<file path="config.mk">
export PLATFORM = sky130hd
export DESIGN_NAME = scm_back
export DESIGN_NICKNAME = d
export VERILOG_FILES = /design/src/rtl/core/scm_pkg.sv /design/src/rtl/core/scm_back.sv
export SDC_FILE = /design/constraint.sdc
export NUM_CORES = 2
export LEC_CHECK = 0
export ABC_AREA = 1
export BUFFER_PORTS_ARGS = -buffer_cell sky130_fd_sc_hd__buf_2
export CAP_MARGIN = 20
export CORE_ASPECT_RATIO = 0.75
export CORE_UTILIZATION = 40
export CTS_CLUSTER_DIAMETER = 60
export DETAILED_ROUTE_END_ITERATION = 8
export GPL_TIMING_DRIVEN = 0
export PLACE_DENSITY = 0.55
export SLEW_MARGIN = 40
export SYNTH_ARGS = -nofsm -noshare
export SYNTH_HDL_FRONTEND = slang
export SYNTH_SLANG_ARGS = --single-unit
</file>
<file path="constraint.sdc">
create_clock -name clk -period 25.3 [get_ports clk]
set_input_delay 3.795 -clock clk [delete_from_list [all_inputs] [get_ports clk]]
set_output_delay 3.795 -clock clk [all_outputs]
set_load 0.01 [all_outputs]
</file>
<file path="src/rtl/core/scm_pkg.sv">
package scm_pkg;

  localparam int VALUE_WIDTH     = 32;
  localparam int PALETTE_ENTRIES = 7;
  localparam int FRAC_BITS       = 20;
  localparam int POLY_W          = 50;
  localparam int POLY_SHIFT      = 2 * FRAC_BITS + 4;

  localparam logic [1:0] SCHEME_RAMP    = 2'd0;
  localparam logic [1:0] SCHEME_POLY    = 2'd1;
  localparam logic [1:0] SCHEME_PALETTE = 2'd2;

  localparam logic [1:0] REG_SCHEME = 2'd0;
  localparam logic [1:0] REG_MIN    = 2'd1;
  localparam logic [1:0] REG_MAX    = 2'd2;

  localparam logic [1:0] COMP_RED   = 2'd0;
  localparam logic [1:0] COMP_GREEN = 2'd1;

  // Per-item data that rides alongside the interpolation divider.
  typedef struct packed {
    logic                   nan;
    logic                   inv;
    logic [2:0][7:0]        ramp;
    logic [2:0][POLY_W-1:0] poly;
    logic [2:0][7:0]        base;
    logic [2:0]             up;
  } back_side_t;

  function automatic logic [7:0] pal_entry(input logic [1:0] comp, input logic [3:0] idx);
    logic [7:0] r;
    logic [7:0] g;
    logic [7:0] b;
    unique case (idx)
      4'd0:    begin r = 8'd252; g = 8'd0;   b = 8'd26;  end
      4'd1:    begin r = 8'd254; g = 8'd173; b = 8'd41;  end
      4'd2:    begin r = 8'd252; g = 8'd245; b = 8'd52;  end
      4'd3:    begin r = 8'd25;  g = 8'd225; b = 8'd39;  end
      4'd4:    begin r = 8'd22;  g = 8'd166; b = 8'd252; end
      4'd5:    begin r = 8'd5;   g = 8'd12;  b = 8'd193; end
      4'd6:    begin r = 8'd179; g = 8'd15;  b = 8'd248; end
      default: begin r = 8'd0;   g = 8'd0;   b = 8'd0;   end
    endcase
    if (comp == COMP_RED) return r;
    else if (comp == COMP_GREEN) return g;
    else return b;
  endfunction

  // floor(255 * num / 2^POLY_SHIFT) for a signed polynomial value, cut at 0 and 255.
  function automatic logic [7:0] poly_component(input logic [POLY_W-1:0] num);
    logic [POLY_W+7:0] prod;
    logic [7:0]        res;
    prod = (POLY_W + 8)'(num) * (POLY_W + 8)'(255);
    if (num[POLY_W-1] || num == '0) res = '0;
    else if (|prod[POLY_W+7:POLY_SHIFT+8]) res = 8'hFF;
    else res = prod[POLY_SHIFT+7:POLY_SHIFT];
    return res;
  endfunction

endpackage

</file>
<file path="src/rtl/core/scm_back.sv">
module scm_back #(
  parameter int DW              = 32,
  parameter int QA_W            = 21,
  parameter int PALETTE_ENTRIES = 7
) (
  input  logic                    clk,
  input  logic                    rst,
  input  logic                    en,
  input  logic                    in_valid,
  input  logic [2:0][QA_W-1:0]    quo,
  input  logic                    nan,
  input  logic                    inv,
  input  logic [DW-1:0]           pos,
  input  logic [DW-1:0]           den,
  output logic                    out_valid,
  output scm_pkg::back_side_t     out_side,
  output logic [2:0][DW+7:0]      lerp_num,
  output logic [DW-1:0]           out_den
);

  localparam int SEG_W = $clog2(PALETTE_ENTRIES);
  localparam int MW    = DW + 5;
  localparam int PW    = scm_pkg::POLY_W;
  localparam int NL_W  = DW + 8;

  logic [SEG_W-1:0] seg;
  logic [MW-1:0]    span_pos;
  logic [2:0][7:0]  ramp;

  always_comb begin
    if (quo[0] >= QA_W'(PALETTE_ENTRIES - 1)) seg = SEG_W'(PALETTE_ENTRIES - 1);
    else seg = quo[0][SEG_W-1:0];
    span_pos = MW'(pos) * MW'(PALETTE_ENTRIES) - MW'(seg) * MW'(den);
    ramp[0]  = (quo[0] > QA_W'(255)) ? 8'hFF : quo[0][7:0];
    ramp[1]  = quo[1][7:0];
    ramp[2]  = (quo[2] > QA_W'(255)) ? 8'hFF : quo[2][7:0];
  end

  logic                m1_v;
  logic                m1_nan;
  logic                m1_inv;
  logic [QA_W-1:0]     m1_n;
  logic [2*QA_W-1:0]   m1_n2;
  logic [SEG_W-1:0]    m1_seg;
  logic [DW-1:0]       m1_num;
  logic [DW-1:0]       m1_den;
  logic [2:0][7:0]     m1_ramp;

  always_ff @(posedge clk) begin
    if (rst) begin
      m1_v <= 1'b0;
    end else if (en) begin
      m1_v <= in_valid;
    end
  end

  always_ff @(posedge clk) begin
    if (en) begin
      m1_nan  <= nan;
      m1_inv  <= inv;
      m1_n    <= quo[0];
      m1_n2   <= (2 * QA_W)'(quo[0]) * (2 * QA_W)'(quo[0]);
      m1_seg  <= seg;
      m1_num  <= span_pos[DW-1:0];
      m1_den  <= den;
      m1_ramp <= ramp;
    end
  end

  scm_pkg::back_side_t side_next;
  logic [2:0][NL_W-1:0] nl_next;

  always_comb begin
    logic [PW-1:0]    n2w;
    logic [PW-1:0]    nsh;
    logic [SEG_W-1:0] seg1;
    logic [3:0]       ia;
    logic [3:0]       ib;
    logic [7:0]       a;
    logic [7:0]       b;
    logic [7:0]       diff;
    logic [NL_W-1:0]  prod;
    n2w = PW'(m1_n2);
    nsh = PW'(m1_n) << scm_pkg::FRAC_BITS;
    side_next.nan  = m1_nan;
    side_next.inv  = m1_inv;
    side_next.ramp = m1_ramp;
    side_next.poly[0] = nsh * PW'(120) - n2w * PW'(80)
                        - (PW'(29) << (2 * scm_pkg::FRAC_BITS));
    side_next.poly[1] = nsh * PW'(320) - n2w * PW'(320)
                        - (PW'(64) << (2 * scm_pkg::FRAC_BITS));
    side_next.poly[2] = nsh * PW'(40) - n2w * PW'(80)
                        + (PW'(11) << (2 * scm_pkg::FRAC_BITS));
    if (m1_seg >= SEG_W'(PALETTE_ENTRIES - 1)) seg1 = SEG_W'(PALETTE_ENTRIES - 1);
    else seg1 = m1_seg + SEG_W'(1);
    // The palette is walked from its last entry toward its first.
    ia = 4'(PALETTE_ENTRIES - 1) - 4'(m1_seg);
    ib = 4'(PALETTE_ENTRIES - 1) - 4'(seg1);
    for (int l = 0; l < 3; l++) begin
      a    = scm_pkg::pal_entry(2'(l), ia);
      b    = scm_pkg::pal_entry(2'(l), ib);
      diff = (b >= a) ? b - a : a - b;
      prod = NL_W'(diff) * NL_W'(m1_num);
      side_next.base[l] = a;
      side_next.up[l]   = (b >= a);
      // A falling segment rounds its step up so that a - step is the floor.
      if (b >= a) nl_next[l] = prod;
      else nl_next[l] = prod + NL_W'(m1_den) - NL_W'(1);
    end
  end

  always_ff @(posedge clk) begin
    if (rst) begin
      out_valid <= 1'b0;
    end else if (en) begin
      out_valid <= m1_v;
    end
  end

  always_ff @(posedge clk) begin
    if (en) begin
      out_side <= side_next;
      lerp_num <= nl_next;
      out_den  <= m1_den;
    end
  end

endmodule

</file>
==> impl_metrics.tcl <==
set metrics [dict create \
    status "complete, no violations" \
    hold_path.class "reg -> reg" \
    ys_types 62 \
    drtIter0Drc 8445 \
    yosys_most_used_dff "edfxtp_1" \
    tightest_slew_ns 0.983 \
    wl_met2_um 129000 \
    path_clk_slew_ns 0.06 \
    fin_crit_ns 12.60 \
    setup_viol 0 \
    place_congestion 1.05 \
    cp.arrival_ns 13.01 \
    slowest_stage "clkbuf_1" \
    ys_ff_latch 454 \
    die_h_um 397 \
    cts_num_sinks 454 \
    holdBufCountCts 0 \
    numPortBuffers 461 \
    dieArea_um2 210000 \
    end_kind "flip-flop" \
    timing.setup.tns_ns 0 \
    grt_overflow_total 0 \
    core_region_area_um2 206000 \
    met3_length_um 42500 \
    start_kind "flip-flop" \
    vias 76800 \
    cts_tree "yes" \
    postCtsSetupBuffers 0 \
    ctsResizeCount 0 \
    wl_per_cell_um 24.0 \
    fillers 21200 \
    fin_worst_skew_ns 0.0526 \
    synth_compound_area_share_pct 9.59 \
    viasPerCell 5.36 \
    drc_errors 0 \
    dr.pass1.iters 6 \
    syn_avg_cell_area_um2 7.63 \
    fmax_mhz 79.4 \
    ys_seq_area_share_pct 16.3 \
    dp_hpwl_um 296000 \
    start_util_pct 40.4 \
    synth_mux_area_share_pct 0.0240 \
    fp.dieW_um 529 \
    rows 144 \
    maxSlewViolCount 0 \
    netlist.area_leader.share_pct 24.3 \
    ant_nets 0 \
    grt_pass1_wl_um 497000 \
    wl_um 344000 \
    crit_path_max_fanout 10 \
    insertion_delay_ns 0.73 \
    synth-simple-area-share_pct 20.4 \
    cts-buffers-inserted 59 \
    grt_pass1_vias 73800 \
    rsz0062_at_grt "false" \
    synth.largest_area_cell "fa_1" \
    synth_warnings 0 \
    wl_met1_um 164000 \
    final_nets 13500 \
    clockRootBuffer "clkbuf_16" \
    grt_max_degree 79 \
    drive_gt1_share_pct 8.03 \
    synth_area_leaders "fa_1, edfxtp_1, ha_1" \
    path_class "reg -> reg" \
    pin_count 489 \
    synth_top_family_by_area "adder cells" \
    async_flop_share_pct 0 \
    clock_path_buffers 3 \
    synth_edf_count 452 \
    worst_path_most_repeated_cell "inv_1" \
    drv_cap 0 \
    cp_slowest_stage_delay_ns 0.67 \
    top_layer "met5" \
    synthTopCellsByCount "inv_1, nand2_1, nor2_1" \
    relSlewSlack_pct 34.0 \
    worstPathRequired_ns 25.71 \
    synthAdderAreaFrac_pct 37.8 \
    synth_area_um2 83300 \
    htreeDepth 2 \
    synth_cells 10900 \
    hold_violations 0 \
    min_period_over_period_pct 49.8 \
    synth_most_common_cell "inv_1" \
    synth-xor-area-share_pct 3.07 \
    gr-usage-all-layers_pct 32.5 \
    antenna_found_initial 54 \
    area_growth_pct 10.2 \
]
worst max-delay path, delay by kind of cell, from the launching register on:
family / cells / cell delay, ns
flip-flops: 1 / 0.60
AO/OA/AOI/OAI: 6 / 1.86
XOR/XNOR: 1 / 0.52
AND/OR/NAND/NOR: 18 / 2.85
buffers and inverters: 12 / 2.03
adder cells (fa/ha/maj): 10 / 4.37
layer usage:
metal,global-route usage (%),up-vias
li1,-,35200
met4,7.62,14
met2,42.9,3794
met3,10.3,354
met1,50.3,37400
met5,0,-
layout by cell type (no fill, tap or decap), types with 123 or more instances in the layout:
cell type     n
a21oi_1     586
buf_2       494
clkbuf_1    123
edfxtp_1    452
fa_1       1012
ha_1        900
inv_1      2434
nand2_1    1987
nand3_1     411
nor2_1     1282
o21ai_0     464
xor2_1      173
area by class of cell:
cell class	instances	area [um^2]	share of cell area, %
multi-input combinational	7730	59300	64.7
tap	2774	3470	3.78
clock buffer	68	1530	1.67
clock inverter	42	562	0.612
timing repair buffer	471	2520	2.75
inverter	2477	9300	10.1
antenna	31	77.6	0.0845
buffer	265	1370	1.49
sequential	454	13600	14.8
cell families (layout without fill, tap and decap cells):
kind of cell / after synthesis / in the layout
AO/OA/AOI/OAI: 1424 / 1424
XOR/XNOR: 291 / 291
adder cells (fa/ha/maj): 1912 / 1912
buffers and inverters: 2742 / 3323
flip-flops: 454 / 454
multiplexers: 2 / 2
other: 1 / 45
AND/OR/NAND/NOR: 4087 / 4087
worst paths after layout:
| check | end | cells past startpoint | from | slack, ns |
|---|---|---|---|---|
| max reg2reg | lerp_num[76]$_DFFE_PP_ | 47 | m1_seg[1]$_DFFE_PP_ | 12.70 |
| min reg2reg | out_side[193]$_DFFE_PP_ | 0 | m1_ramp[16]$_SDFFCE_PN1P_ | 0.42 |
| max | lerp_num[76]$_DFFE_PP_ | 47 | m1_seg[1]$_DFFE_PP_ | 12.70 |
| min | out_side[193]$_DFFE_PP_ | 0 | m1_ramp[16]$_SDFFCE_PN1P_ | 0.42 |
per-stage QoR:
step,hold WS (ns),worst slack (ns),util [%],instances,instance area (um^2)
after detailed placement,0.405,12.80,43.5,14200,89600
after global routing,0.424,12.10,44.5,14300,91700
after global placement,0.400,12.46,43.2,14200,89100
after CTS,0.418,12.70,44.5,14300,91700
final,0.418,12.70,44.5,14300,91800
after floorplan,0.400,15.62,-,10900,83400
state kept, by name, summed over array words and instances (netlist names):
name	cells
lerp_num	120
m1_den	32
m1_inv	1
m1_n	21
m1_n2	40
m1_nan	1
m1_num	32
m1_ramp	24
m1_seg	3
m1_v	1
out_den	32
out_side	146
out_valid	1
Power is not shown: default switching activity piles up to over one toggle a cycle in this logic, so the estimate is an artifact.
